### config.mk
export PLATFORM = sky130hd
export DESIGN_NAME = psu_front
export DESIGN_NICKNAME = d
export VERILOG_FILES = /design/src/psu_pkg.sv /design/src/psu_front.sv
export SDC_FILE = /design/constraint.sdc
export NUM_CORES = 1
export LEC_CHECK = 0
export BUFFER_PORTS_ARGS = -buffer_cell sky130_fd_sc_hd__buf_2
export CAP_MARGIN = 20
export CORE_UTILIZATION = 32
export CTS_CLUSTER_DIAMETER = 150
export DETAILED_ROUTE_END_ITERATION = 10
export PLACE_DENSITY = 0.51
export SYNTH_ARGS = -nofsm -noshare
export SYNTH_HDL_FRONTEND = slang
export SYNTH_SLANG_ARGS = --single-unit
### constraint.sdc
create_clock -name clock -period 11.45 [get_ports clock]
set_input_delay 2.29 -clock clock [delete_from_list [all_inputs] [get_ports clock]]
set_output_delay 2.29 -clock clock [all_outputs]
set_load 0.01 [all_outputs]
### src/psu_pkg.sv
// ----------------------------------------------------------------------------
// psu_pkg: shared types and constants for the PNG scanline unfilter
// Sizes, format, filter and CSR codes, front-to-back sample record and paeth().
// ----------------------------------------------------------------------------
package psu_pkg;

   localparam int MAX_WIDTH     = 4096;
   localparam int PALETTE_DEPTH = 256;
   localparam int LINE_DEPTH    = MAX_WIDTH * 4;
   localparam int LINE_AW       = $clog2(LINE_DEPTH);
   localparam int PAL_AW        = (PALETTE_DEPTH > 1) ? $clog2(PALETTE_DEPTH) : 1;

   localparam logic [2:0] FMT_GRAY = 3'd0;
   localparam logic [2:0] FMT_RGB  = 3'd1;
   localparam logic [2:0] FMT_PAL  = 3'd2;
   localparam logic [2:0] FMT_GA   = 3'd3;
   localparam logic [2:0] FMT_RGBA = 3'd4;

   localparam logic [2:0] FLT_NONE  = 3'd0;
   localparam logic [2:0] FLT_SUB   = 3'd1;
   localparam logic [2:0] FLT_UP    = 3'd2;
   localparam logic [2:0] FLT_AVG   = 3'd3;
   localparam logic [2:0] FLT_PAETH = 3'd4;

   localparam logic [1:0] ADDR_WIDTH  = 2'd0;
   localparam logic [1:0] ADDR_HEIGHT = 2'd1;
   localparam logic [1:0] ADDR_FORMAT = 2'd2;

   // one classified sample byte handed from front to back
   typedef struct packed {
      logic [7:0]  data;
      logic [2:0]  filter;
      logic        row_start;  // first sample of a row: history cleared
      logic        first_row;
      logic        in_store;   // column lies inside the line store
      logic [1:0]  lane;       // byte position inside the pixel
      logic        pix_done;
      logic        eor;
      logic        eoi;
      logic [2:0]  fmt;
      logic [2:0]  bpp;
   } smp_type;

   function automatic logic [7:0] paeth(input logic [7:0] a, input logic [7:0] b,
                                        input logic [7:0] c);
      logic signed [10:0] p, da, db, dc;
      p  = $signed({3'b0, a}) + $signed({3'b0, b}) - $signed({3'b0, c});
      da = p - $signed({3'b0, a});
      db = p - $signed({3'b0, b});
      dc = p - $signed({3'b0, c});
      if (da < 0) da = -da;
      if (db < 0) db = -db;
      if (dc < 0) dc = -dc;
      if (da <= db && da <= dc) return a;
      if (db <= dc) return b;
      return c;
   endfunction

endpackage

### src/psu_front.sv
// ----------------------------------------------------------------------------
// psu_front: request classifier
// Tracks byte column and row, flags pixel, row and image ends, strobes pal_we.
// ----------------------------------------------------------------------------
module psu_front import psu_pkg::*; (
   input  logic                 clock,
   input  logic                 reset,
   input  logic                 in_valid,
   input  logic                 mode,
   input  logic [7:0]           data_byte,
   input  logic [12:0]          cfg_width,
   input  logic [15:0]          cfg_height,
   input  logic [2:0]           cfg_format,
   output logic                 smp_valid,
   output smp_type              smp,
   output logic [LINE_AW-1:0]   smp_col,
   output logic                 pal_we
);
   logic [14:0] col_ff, col_in;     // 0 = filter byte awaited
   logic [15:0] row_ff, row_in;
   logic [2:0]  filt_ff, filt_in;
   logic        rs_ff, rs_in;
   logic [1:0]  m3_ff, m3_in;       // sample offset in the row, modulo 3
   logic [1:0]  lane;               // sample offset modulo the current bpp
   logic [2:0]  bpp;
   logic [12:0] width;
   logic [15:0] height;
   logic [14:0] rowbytes, idx;
   logic        done, eor, eoi;

   always_comb begin
      unique case (cfg_format)
         FMT_RGB:  bpp = 3'd3;
         FMT_GA:   bpp = 3'd2;
         FMT_RGBA: bpp = 3'd4;
         default:  bpp = 3'd1;
      endcase
      width  = (cfg_width == 13'd0) ? 13'd1 :
               (cfg_width > 13'(MAX_WIDTH)) ? 13'(MAX_WIDTH) : cfg_width;
      height = (cfg_height == 16'd0) ? 16'd1 : cfg_height;
      rowbytes = 15'(width * bpp);
      idx  = col_ff - 15'd1;
      // lane follows the current bpp, so a format change mid-row is honored
      unique case (bpp)
         3'd3:    lane = m3_ff;
         3'd2:    lane = {1'b0, idx[0]};
         3'd4:    lane = idx[1:0];
         default: lane = 2'd0;
      endcase
      done = ({1'b0, lane} == bpp - 3'd1);
      eor  = done && (idx + 15'd1 >= rowbytes);
      eoi  = eor && (17'(row_ff) + 17'd1 >= 17'(height));
   end

   assign pal_we    = in_valid && mode;
   assign smp_valid = in_valid && !mode && (col_ff != 15'd0);
   assign smp_col   = idx[LINE_AW-1:0];
   always_comb begin
      smp.data      = data_byte;
      smp.filter    = filt_ff;
      smp.row_start = rs_ff;
      smp.first_row = (row_ff == 16'd0);
      smp.in_store  = (idx < 15'(LINE_DEPTH));
      smp.lane      = lane;
      smp.pix_done  = done;
      smp.eor       = eor;
      smp.eoi       = eoi;
      smp.fmt       = cfg_format;
      smp.bpp       = bpp;
   end

   always_comb begin
      col_in = col_ff; row_in = row_ff; filt_in = filt_ff;
      rs_in = rs_ff; m3_in = m3_ff;
      if (in_valid && !mode) begin
         if (col_ff == 15'd0) begin
            filt_in = (data_byte <= 8'd4) ? data_byte[2:0] : FLT_NONE;
            col_in = 15'd1; rs_in = 1'b1; m3_in = 2'd0;
         end else begin
            rs_in = 1'b0;
            m3_in = (m3_ff == 2'd2) ? 2'd0 : m3_ff + 2'd1;
            if (eor) begin
               col_in = 15'd0;
               row_in = eoi ? 16'd0 : row_ff + 16'd1;
            end else begin
               col_in = col_ff + 15'd1;
            end
         end
      end
   end

   always_ff @(posedge clock) begin
      if (reset) begin
         col_ff <= '0; row_ff <= '0; filt_ff <= FLT_NONE;
         rs_ff <= 1'b0; m3_ff <= '0;
      end else begin
         col_ff <= col_in; row_ff <= row_in; filt_ff <= filt_in;
         rs_ff <= rs_in; m3_ff <= m3_in;
      end
   end
endmodule

==> results by group, run 1 <==
Finish
  • Filler Cells Inserted: 1,549
  • Fin nets: 780
  • Multi-input gate area: ~0.0036 mm^2
  • Post-route cell area: roughly 0.0054 mm^2
  • Final Non-Filler Cells: about 860
  • Area growth syn-to-layout: 12.1%
  • # diodes: 0
  • Register Area: about 740 um^2
  • Fraction of layout cells with a size suffix above 1: 0.174

Setup path
  • Crit-path max FO: 10
  • Worst setup EP type: output pin
  • Most frequent CP cell: inv_1
  • Worst R2R End: row_ff[11]$_SDFFE_PP0P_
  • Worst Path Buf+Inv: 7
  • Crit path depth: 28
  • CP max stage cell: fa_1
  • Worst EP required: roughly 9 ns
  • R2R setup slack: 5.79 ns
  • Setup crit end: smp[6]
  • CP arrival: roughly 8.1 ns
  • Worst setup SP type: input pin
  • Worst setup startpoint: cfg_format[2]
  • R2r worst-path depth: 18
  • CP top delay family: compound AO/OA/AOI/OAI gates
  • R2r startpoint: col_ff[0]$_SDFFE_PP0P_
  • CP peak stage delay: 0.51 ns
  • CP Class: in -> out

Global routing
  • First-pass GRT wire length: around 21 mm
  • Remaining global-route overflow: 0
  • Global Route Usage Sum: 0.160
  • Initial antenna violation count: 0
  • Largest net degree at the start of global routing: 24
  • Vias in the first global route: roughly 4.3k

Logic synthesis
  • Synth area leaders: dfxtp_1, ha_1, xnor2_1, fa_1, nand2_1
  • Mapped Area: approximately 0.0048 mm^2
  • Post-synth top cells: nand2_1, ha_1, inv_1
  • Post-synthesis compound-gate area fraction: 0.176
  • Number of enable flip-flop cells after synthesis: 0
  • Yosys top cell area share: 0.155
  • Top-count cell post-synth: nand2_1
  • Synth Flop Type: dfxtp_1
  • Sequential area share after synthesis: 0.155
  • Adder-Cell Fraction of Synth Area: 0.189
  • Area leader, netlist: dfxtp_1
  • Simple-Gate Fraction of Synth Area: 0.276
  • YS warnings: 0
  • Largest family of logic cells by synthesized area: simple AND/OR/NAND/NOR gates
  • Xor/xnor share of the synthesized area: 0.106
  • Yosys reg bits: 37
  • Asr flop ratio synth: 0
  • Syn Area/Cell: 7.73 um^2
  • Mux cell area share after synthesis: 0.0131
  • Syn nets: approximately 730
  • Post-synth cell types: 70
  • Cells after Synth: between 600 and 700

Run
  • Max-Cap Viols: 0

Routing
  • DRT Pass-1 Iters: 4
  • Wire per inst: 14.4 um
  • Drt initial violations: ~270
  • Number of remaining DRC errors: 0
  • Via/cell ratio: around 5.2
  • DRT antenna net count: 0
  • Total vias in the final route: 4,423
  • Routed WL: approximately 12 mm

Placed design
  • Area post-placement: 0.00522 mm^2
  • Post-detail-place hpwl: between 10 and 15 mm
  • Inst Count DP: 848
  • Post-place setup slack: approximately 1.2 ns
  • Final Wtd Congestion: between 0.8 and 0.9
  • Number of port buffers: 84

Clock tree
  • TritonCTS Buffers: 5
  • Longest Clk Path Bufs: 2
  • Worst-Skew Late Latency: about 0.28 ns
  • H-tree Lvls: 2
  • # clock sinks: 37
  • Cts repair resizes: 0
  • Clk pin slew, worst setup/hold paths: 0.06 ns
  • Post-CTS setup buffer count: 0
  • CTS root buffer: clkbuf_16
  • Post-CTS Hold Fix Bufs: 0
  • CTS tree: yes

Power and ir drop
  • Combinational Power Share: 0.354
  • Pwr/cell area: 77.2 mW/mm^2
  • Peak supply drop: 0.0475 mV
  • Power Internal: 0.271 mW
  • Sequential power share: 0.316
  • Clk pwr share: 0.330
  • Switching Fraction: 0.347
  • NetSw: roughly 0.14 mW
  • Leak: around 2.5 nW

Timing
  • Setup TNS: 0 ns
  • Fin crit period: ~10 ns
  • Setup violators final: 0
  • RSZ-0062 raised after global routing: no
  • Fin. Hold Viols: 0
  • Period utilisation layout: 0.906
  • Max-slew violations: 0
  • Highest Clock Rate: just under 100 MHz
  • Max-Slew Margin vs Limit: 0.359
  • Worst slew pin tran: slightly below 1 ns
  • Post-route setup slack: roughly 1.1 ns
  • Clock skew: 0.0107 ns

Floorplan
  • DIE HEIGHT: between 100 and 150 um
  • Starting density of the core: 0.328
  • CORE AREA: 0.0146 mm^2
  • Full die area: 0.0155 mm^2
  • Die width: 124 um
  • IO Pins: 85
  • FP Rows: 44

Worst hold path
  • Hold Crit Class: reg -> reg

Status
  • Status: finished, final reports clean
==> worst min-delay path by stage <==
stage                                       start  slack, ns                 endpoint  depth (start not counted)
after detailed placement  filt_ff[2]$_SDFFE_PP0P_       0.44  filt_ff[2]$_SDFFE_PP0P_                          2
final                     filt_ff[2]$_SDFFE_PP0P_       0.45  filt_ff[2]$_SDFFE_PP0P_                          2
after global routing      filt_ff[2]$_SDFFE_PP0P_       0.46  filt_ff[2]$_SDFFE_PP0P_                          2
after floorplan                rs_ff$_SDFFE_PP0P_       0.44       rs_ff$_SDFFE_PP0P_                          2
after global placement    filt_ff[2]$_SDFFE_PP0P_       0.44  filt_ff[2]$_SDFFE_PP0P_                          2
after CTS                 filt_ff[2]$_SDFFE_PP0P_       0.45  filt_ff[2]$_SDFFE_PP0P_                          2
==> power groups by stage <==
| stage | Clock [mW] | Combinational, mW | Sequential (mW) |
|---|---|---|---|
| after floorplan | 0 | 0.106 | 0.133 |
| after global placement | 0 | 0.145 | 0.134 |
| after detailed placement | 0 | 0.148 | 0.134 |
| after CTS | 0.142 | 0.148 | 0.131 |
| after global routing | 0.148 | 0.166 | 0.131 |
| final | 0.137 | 0.147 | 0.131 |
==> per-stage QoR <==
| stage | util | total power, mW | hold slack, ns |
|---|---|---|---|
| floorplan | - | 0.238 | 0.437 |
| global placement | 0.358 | 0.279 | 0.441 |
| detailed placement | 0.358 | 0.281 | 0.441 |
| CTS | 0.368 | 0.421 | 0.450 |
| global route | 0.368 | 0.445 | 0.461 |
| finish | 0.368 | 0.414 | 0.451 |
==> cell families after synthesis <==
group | count (synthesis)
buf+inv | 88
compound gates | 127
flops | 37
fa+ha+maj | 65
mux | 5
xor+xnor | 56
simple gates | 241
==> flip-flops by register name, indices dropped and copies added, names as in the netlist <==
signal   flops
m3_ff        2
row_ff      16
rs_ff        1
col_ff      15
filt_ff      3
==> cell type report <==
type                    count  share of cell area
clock buffers               5              0.0233
clock inverters             3             0.00396
inverters                  47              0.0329
multi-input cells         494               0.678
flip-flops and latches     37               0.138
well taps                 184              0.0429
repair buffers             86              0.0811
==> worst min-delay path, stage by stage (launching register included) <==
cell     delay (ns)
dfxtp_1        0.30
nand2_1        0.05
a21oi_1        0.05
==> per-layer routing <==
| metal | vias up | wire length [um] | global-route usage |
|---|---|---|---|
| met5 | - | 0 | 0 |
| met4 | 0 | 159 | 0.0354 |
| met3 | 13 | 347 | 0.0185 |
| met2 | 77 | 6070 | 0.282 |
| met1 | 2067 | 5730 | 0.206 |
| li1 | 2266 | - | - |
==> layout by cell type (no fill, tap or decap), types with 3 or more instances in the layout <==
cell,synthesis,routed
buf_2,8,84
inv_1,46,46
fa_1,12,12
xor2_1,25,25
nor4b_1,3,3
a31oi_1,5,5
nand2_1,60,60
nor2_1,35,35
nor3b_2,3,3
or3_1,4,4
nor2b_1,9,9
nand2b_1,6,6
o21ai_0,25,25
nor4_1,12,12
xnor2_1,30,30
a21o_1,6,6
nand4_1,4,4
clkbuf_16,0,5
and3_1,9,9
nor3b_1,3,3
a21oi_1,32,32
o22ai_1,5,5
nor3_1,17,17
mux2i_1,4,4
a211oi_1,9,9
and4_1,3,3
and2_1,24,24
ha_1,53,53
o31ai_1,8,8
or2_2,4,4
nand3_1,28,28
a22o_1,17,17
dfxtp_1,37,37
No activity file was read; power rests on OpenSTA's default activity.
==> run 2: changes to the inputs <==
BUFFER_PORTS_ARGS = default   (was -buffer_cell sky130_fd_sc_hd__buf_2)
DONT_BUFFER_PORTS = 1   (was default)
PLACE_DENSITY = 0.43   (was 0.51)
==> run 2 against run 1 <==
Die area unchanged; total power fell by 6.6%; sequential share of layout area grew 1.2 points; hold slack improved by 0.044 ns; largest power group is now registers; flip-flop and latch count stayed put; critical path depth decreased by 2; combinational power decreased by 15%; global-route usage rose by 0.81 points.
==> results by group, run 2 (synthesis results as in run 1) <==
Setup path
  • CP peak stage delay: 0.51 ns (about the same)
  • CP arrival: 8.09 ns (about the same)
  • Crit-path max FO: 10 (unchanged)
  • Most frequent CP cell: inv_1
  • CP Class: in -> out
  • Worst Path Buf+Inv: 5 (-2)
  • R2R setup slack: 5.49 ns (-0.30 ns)
  • Worst setup SP type: input pin
  • Worst setup EP type: output pin
  • CP top delay family: compound AO/OA/AOI/OAI gates
  • CP max stage cell: a21oi_1
  • Worst EP required: 9.16 ns (about the same)

Global routing
  • First-pass GRT wire length: 21.3 mm (+2.2%)
  • Remaining global-route overflow: 0 (unchanged)
  • Largest net degree at the start of global routing: 24 (unchanged)
  • Initial antenna violation count: 0 (unchanged)
  • Global Route Usage Sum: 0.168 (+0.00813)
  • Vias in the first global route: 4,194 (-2.8%)

Routing
  • Routed WL: 12.9 mm (+4.5%)
  • Wire per inst: 16.7 um (+16%)
  • DRT antenna net count: 0 (unchanged)
  • Drt initial violations: 147 (-45%)
  • DRT Pass-1 Iters: 4 (unchanged)
  • Total vias in the final route: 4,165 (-5.8%)
  • Via/cell ratio: 5.40 (+4.4%)
  • Number of remaining DRC errors: 0 (unchanged)

Finish
  • Post-route cell area: 0.00494 mm^2 (-8.0%)
  • Final Non-Filler Cells: 772 (-9.8%)
  • Commonest non-fill, non-tap cell in the layout: nand2_1
  • Commonest cells after routing, fill and taps aside: nand2_1, ha_1, inv_1
  • Max FFs per register: 16 (unchanged)
  • Fin nets: 696 (-11%)
  • # diodes: 0 (unchanged)
  • Biggest register: row_ff
  • Top flop regs: row_ff: 16 flops, col_ff: 15 flops, filt_ff: 3 flops
  • Area growth syn-to-layout: 3.19%
  • Fraction of layout cells with a size suffix above 1: 0.0544 (-0.120)

Timing
  • Worst hold slack: 0.496 ns (+0.0443 ns)
  • Worst slew pin tran: 1.02 ns (+0.0599 ns)
  • Fin. Hold Viols: 0 (unchanged)
  • Fin crit period: 10.38 ns (+0.00850 ns)
  • RSZ-0062 raised after global routing: no
  • Clock skew: 0.00888 ns (-0.00180 ns)
  • Max-Slew Margin vs Limit: 0.319 (-0.0399)
  • Setup violators final: 0 (unchanged)
  • Setup TNS: 0 ns (unchanged)
  • Highest Clock Rate: 96.3 MHz (about the same)
  • Period utilisation layout: 0.906 (about the same)
  • Max-slew violations: 0 (unchanged)

Clock tree
  • Worst-Skew Late Latency: 0.28 ns (about the same)
  • Cts repair resizes: 0 (unchanged)
  • CTS root buffer: clkbuf_16
  • TritonCTS Buffers: 5 (unchanged)
  • Clk pin slew, worst setup/hold paths: 0.05 ns (about the same)
  • Longest Clk Path Bufs: 2 (unchanged)
  • H-tree Lvls: 2 (unchanged)
  • Post-CTS Hold Fix Bufs: 0 (unchanged)
  • # clock sinks: 37 (unchanged)
  • CTS tree: yes
  • Post-CTS setup buffer count: 0 (unchanged)

Power and ir drop
  • Peak supply drop: 0.0589 mV (+24%)
  • Leak: 2.14 nW (-13%)
  • Pwr/cell area: 78.3 mW/mm^2 (+1.5%)

Status
  • Status: finished, final reports clean

Floorplan
  • IO Pins: 85 (unchanged)
  • DIE HEIGHT: 124 um (unchanged)
  • Starting density of the core: 0.328 (unchanged)
  • CORE AREA: 0.0146 mm^2 (unchanged)
  • Die width: 124 um (unchanged)
  • Full die area: 0.0155 mm^2 (unchanged)
  • FP Rows: 44 (unchanged)

Placed design
  • Number of port buffers: 0 (-100%)
  • Area post-placement: 0.00480 mm^2 (-8.1%)
  • Inst Count DP: 764 (-9.9%)
  • Final Wtd Congestion: 0.816 (-0.44%)
  • Post-detail-place hpwl: 10.5 mm (+3.8%)

Run
  • Max-Cap Viols: 0 (unchanged)

Worst hold path
  • Hold Crit Class: reg -> reg
run 2: worst reg2reg max path, cell delays in order, from the launching register on:
cell      delay, ns
dfxtp_1        0.57
clkinv_1       0.52
ha_1           0.49
nor3b_2        0.21
nand2_1        0.20
nor2_1         0.08
xor2_1         0.58
nor4b_1        0.53
nor2_1         0.14
ha_1           0.33
a21o_1         0.18
a221o_1        0.35
a21oi_1        0.17
o31ai_2        0.09
buf_4          0.18
nand2_2        0.14
inv_1          0.14
a21oi_1        0.73
a22o_1         0.27
run 2: final cells by class:
cell class | instances | area, um^2
Sequential cell | 37 | 741
Clock inverter | 2 | 10.0
Inverter | 47 | 176
Tap cell | 184 | 230
Fill cell | 1552 | 9650
Multi-Input combinational cell | 494 | 3640
Timing Repair Buffer | 2 | 15.0
Clock buffer | 6 | 129
run 2: final timing paths:
kind,from,cells past startpoint,to
min,m3_ff[1]$_SDFFE_PP0P_,2,m3_ff[1]$_SDFFE_PP0P_
min reg2reg,m3_ff[1]$_SDFFE_PP0P_,2,m3_ff[1]$_SDFFE_PP0P_
max reg2reg,col_ff[0]$_SDFFE_PP0P_,18,row_ff[4]$_SDFFE_PP0P_
max,cfg_format[2],26,smp[6]
run 2: layer usage:
| layer | GRT usage | vias up | routed length [um] | part of all wire |
|---|---|---|---|---|
| met4 | 0.0305 | 0 | 144 | 0.011 |
| met2 | 0.292 | 77 | 6360 | 0.49 |
| met3 | 0.0318 | 13 | 614 | 0.048 |
| li1 | - | 2095 | - | - |
| met1 | 0.215 | 1980 | 5740 | 0.45 |
| met5 | 0 | - | 0 | 0 |
run 2: per-stage QoR:
step / worst slack, ns / utilization / total power, mW
floorplan: 1.81 / - / 0.238
global placement: 1.25 / 0.329 / 0.260
detailed placement: 0.984 / 0.329 / 0.262
CTS: 0.962 / 0.339 / 0.394
global route: 0.356 / 0.339 / 0.417
finish: 1.07 / 0.339 / 0.387
run 2: where the power goes:
part           internal (mW)  leakage (nW)  switching (mW)
clock                 0.0799        0.0706          0.0514
sequential             0.130         0.298         0.00161
combinational         0.0489          1.77          0.0757
total                  0.258          2.14           0.129
==> run 3: changes to the inputs <==
ABC_AREA = 1   (was default)
CORE_UTILIZATION = 65   (was 32)
PLACE_DENSITY = 0.78   (was 0.43)
==> run 3 against run 2 <==
Critical path depth rose by 1; area after synthesis rose by 5.0%; largest cell class unchanged; die area fell by 48%; cell count rose by 10%.
==> results by group, run 3 <==
Logic synthesis
  • Cells after Synth: 771 (+25%)
  • Yosys reg bits: 37 (unchanged)
  • Synth Flop Type: dfxtp_1
  • Top-count cell post-synth: nand2_1
  • Simple-Gate Fraction of Synth Area: 0.360 (+0.0840)
  • Synth area leaders: dfxtp_1, ha_1, nand2_1, inv_1, xor2_1
  • Syn nets: 880 (+21%)
  • Asr flop ratio synth: 0 (unchanged)
  • Mapped Area: 0.00503 mm^2 (+5.0%)
  • Adder-Cell Fraction of Synth Area: 0.180 (-0.00906)
  • Sequential area share after synthesis: 0.147 (-0.00743)
  • Yosys top cell area share: 0.147 (-0.00743)
  • Post-synth top cells: nand2_1, inv_1, nor2_1
  • Largest family of logic cells by synthesized area: simple AND/OR/NAND/NOR gates
  • Mux cell area share after synthesis: 0 (-0.0131)
  • YS warnings: 0 (unchanged)
  • Syn Area/Cell: 6.52 um^2 (-16%)
  • Post-synthesis compound-gate area fraction: 0.0923 (-0.0839)
  • Xor/xnor share of the synthesized area: 0.0913 (-0.0151)
  • Post-synth cell types: 42 (-40%)
  • Area leader, netlist: dfxtp_1
  • Number of enable flip-flop cells after synthesis: 0 (unchanged)

Clock tree
  • CTS tree: yes
  • TritonCTS Buffers: 5 (unchanged)
  • Clk pin slew, worst setup/hold paths: 0.08 ns (+0.03 ns)
  • Longest Clk Path Bufs: 2 (unchanged)
  • Cts repair resizes: 0 (unchanged)
  • # clock sinks: 37 (unchanged)
  • Post-CTS Hold Fix Bufs: 0 (unchanged)
  • H-tree Lvls: 2 (unchanged)
  • CTS root buffer: clkbuf_8
  • Post-CTS setup buffer count: 0 (unchanged)
  • Worst-Skew Late Latency: 0.30 ns (+0.02 ns)

Floorplan
  • DIE HEIGHT: 90.0 um (-28%)
  • IO Pins: 85 (unchanged)
  • Die width: 90.0 um (-28%)
  • Full die area: 0.00809 mm^2 (-48%)
  • CORE AREA: 0.00737 mm^2 (-49%)
  • Starting density of the core: 0.682 (+0.354)
  • FP Rows: 31 (-30%)

Setup path
  • Crit-path max FO: 19 (+9)
  • R2r startpoint: col_ff[0]$_SDFFE_PP0P_
  • Worst R2R End: row_ff[10]$_SDFFE_PP0P_
  • CP arrival: 7.11 ns (-0.98 ns)
  • R2R setup slack: 7.30 ns (+1.81 ns)
  • Worst EP required: 9.16 ns (about the same)
  • R2r worst-path depth: 19 (+1)
  • CP Class: in -> out
  • Worst setup EP type: output pin
  • Worst setup SP type: input pin

Routing
  • Total vias in the final route: 4,747 (+14%)
  • Wire per inst: 13.4 um (-19%)
  • Drt initial violations: 243 (+65%)
  • Routed WL: 11.4 mm (-11%)
  • DRT Pass-1 Iters: 5 (+1)
  • Via/cell ratio: 5.58 (+3.5%)
  • Number of remaining DRC errors: 0 (unchanged)
  • DRT antenna net count: 0 (unchanged)

Finish
  • Final core utilization: 0.686 (+0.347)
  • Max FFs per register: 16 (unchanged)
  • Fin nets: 859 (+23%)
  • Area growth syn-to-layout: 0.523%
  • Biggest register: row_ff
  • Commonest cells after routing, fill and taps aside: nand2_1, inv_1, nor2_1
  • Commonest non-fill, non-tap cell in the layout: nand2_1
  • # diodes: 0 (unchanged)
  • Fraction of layout cells with a size suffix above 1: 0.0719 (+0.0175)
  • Top flop regs: row_ff: 16 flops, col_ff: 15 flops, filt_ff: 3 flops

Timing
  • Max-Slew Margin vs Limit: 0.426 (+0.107)
  • Clock skew: 0.00822 ns (-0.000654 ns)
  • Worst slew pin tran: 0.861 ns (-0.161 ns)
  • Period utilisation layout: 0.821 (-0.0852)
  • Setup violators final: 0 (unchanged)
  • Worst hold slack: 0.501 ns (+0.00566 ns)
  • Fin. Hold Viols: 0 (unchanged)
  • Setup TNS: 0 ns (unchanged)
  • Highest Clock Rate: 106 MHz (+10%)
  • Max-slew violations: 0 (unchanged)
  • Fin crit period: 9.40 ns (-0.975 ns)
  • RSZ-0062 raised after global routing: no

Global routing
  • Largest net degree at the start of global routing: 24 (unchanged)
  • Initial antenna violation count: 0 (unchanged)
  • Remaining global-route overflow: 0 (unchanged)
  • Global Route Usage Sum: 0.281 (+0.113)
  • First-pass GRT wire length: 19.1 mm (-10%)
  • Vias in the first global route: 4,427 (+5.6%)

Placed design
  • Number of port buffers: 0 (unchanged)
  • Post-detail-place hpwl: 9.23 mm (-12%)
  • Final Wtd Congestion: 0.875 (+7.2%)

Worst hold path
  • Hold Crit Endpoint: m3_ff[1]$_SDFFE_PP0P_
  • Hold Path Stages: 2 (unchanged)
  • Hold Crit Class: reg -> reg
  • Worst hold start: m3_ff[1]$_SDFFE_PP0P_

Status
  • Status: finished, final reports clean

Power and ir drop
  • Peak supply drop: 0.0791 mV (+34%)
  • Leak: 2.45 nW (+15%)
  • Pwr/cell area: 72.6 mW/mm^2 (-7.4%)

Run
  • Max-Cap Viols: 0 (unchanged)
## run 3: changes by cell type in the layout (fill, tap and decap cells not counted), sizes merged, moves of 17 or more
cell	delta
a21oi	+19
a22o	-17
and2	-24
inv	+74
nand2	+119
nand3	+26
nand4	+19
nor2	+55
xnor2	-19
## run 3: cells by family (layout without fill, tap and decap cells)
family	Yosys count	count (layout)
flip-flops	37	37
adder cells (fa/ha/maj)	65	65
AND/OR/NAND/NOR	385	385
XOR/XNOR	49	49
AO/OA/AOI/OAI	85	85
buffers and inverters	150	130
## run 3: final cells by class
type / instances / area (um^2)
multi-input cells: 584 / 3640
fillers: 671 / 2310
flip-flops and latches: 37 / 741
inverters: 122 / 458
well taps: 99 / 124
clock buffers: 6 / 82.6
clock inverters: 2 / 13.8
## run 3: layer usage
metal | routed length, um | global-route usage
met5 | 0 | 0
met4 | 133 | 0.0726
met3 | 665 | 0.0508
met2 | 5720 | 0.514
met1 | 4900 | 0.336
## run 3: per-stage QoR
stage / setup WS, ns / area, um^2 / cells / power (mW)
3_5_place_dp: 2.10 / 4960 / 842 / 0.271
3_3_place_gp: 2.33 / 4960 / 842 / 0.266
5_1_grt: 1.58 / 5050 / 850 / 0.391
2_1_floorplan: 2.44 / 5030 / 771 / 0.252
6_report: 2.05 / 5050 / 850 / 0.367
4_1_cts: 2.09 / 5050 / 850 / 0.368
## run 3: how the worst max path moves through the flow
stage	slack, ns	startpoint	cells after the start	end
after floorplan	2.44	cfg_width[8]	29	smp[6]
after global placement	2.33	cfg_width[8]	27	smp[6]
after detailed placement	2.10	cfg_width[8]	27	smp[6]
after CTS	2.09	cfg_width[8]	27	smp[6]
after global routing	1.58	cfg_width[8]	27	smp[6]
final	2.05	cfg_width[8]	27	smp[6]
## run 3: power by group
part | switching [mW] | internal, mW | total [mW]
clock | 0.0498 | 0.0488 | 0.0986
combinational | 0.0890 | 0.0488 | 0.138
sequential | 0.00105 | 0.129 | 0.130
## run 3: worst max-delay path, stage by stage
cell	delay (ns)
nor4_1	0.27
inv_1	0.07
nor3_1	0.24
nor2_1	0.09
clkinv_1	0.26
nand3_1	0.17
fa_1	0.56
inv_1	0.06
ha_1	0.22
fa_1	0.41
nand3_1	0.11
nand2_1	0.08
nand2_1	0.08
nand2_1	0.06
a21oi_1	0.18
o21ai_0	0.18
a21oi_1	0.19
xor2_1	0.16
ha_1	0.26
a21oi_1	0.14
o21ai_0	0.08
a21oi_1	0.14
nand3_1	0.23
nand2_4	0.20
inv_2	0.10
nand2_1	0.17
inv_1	0.10
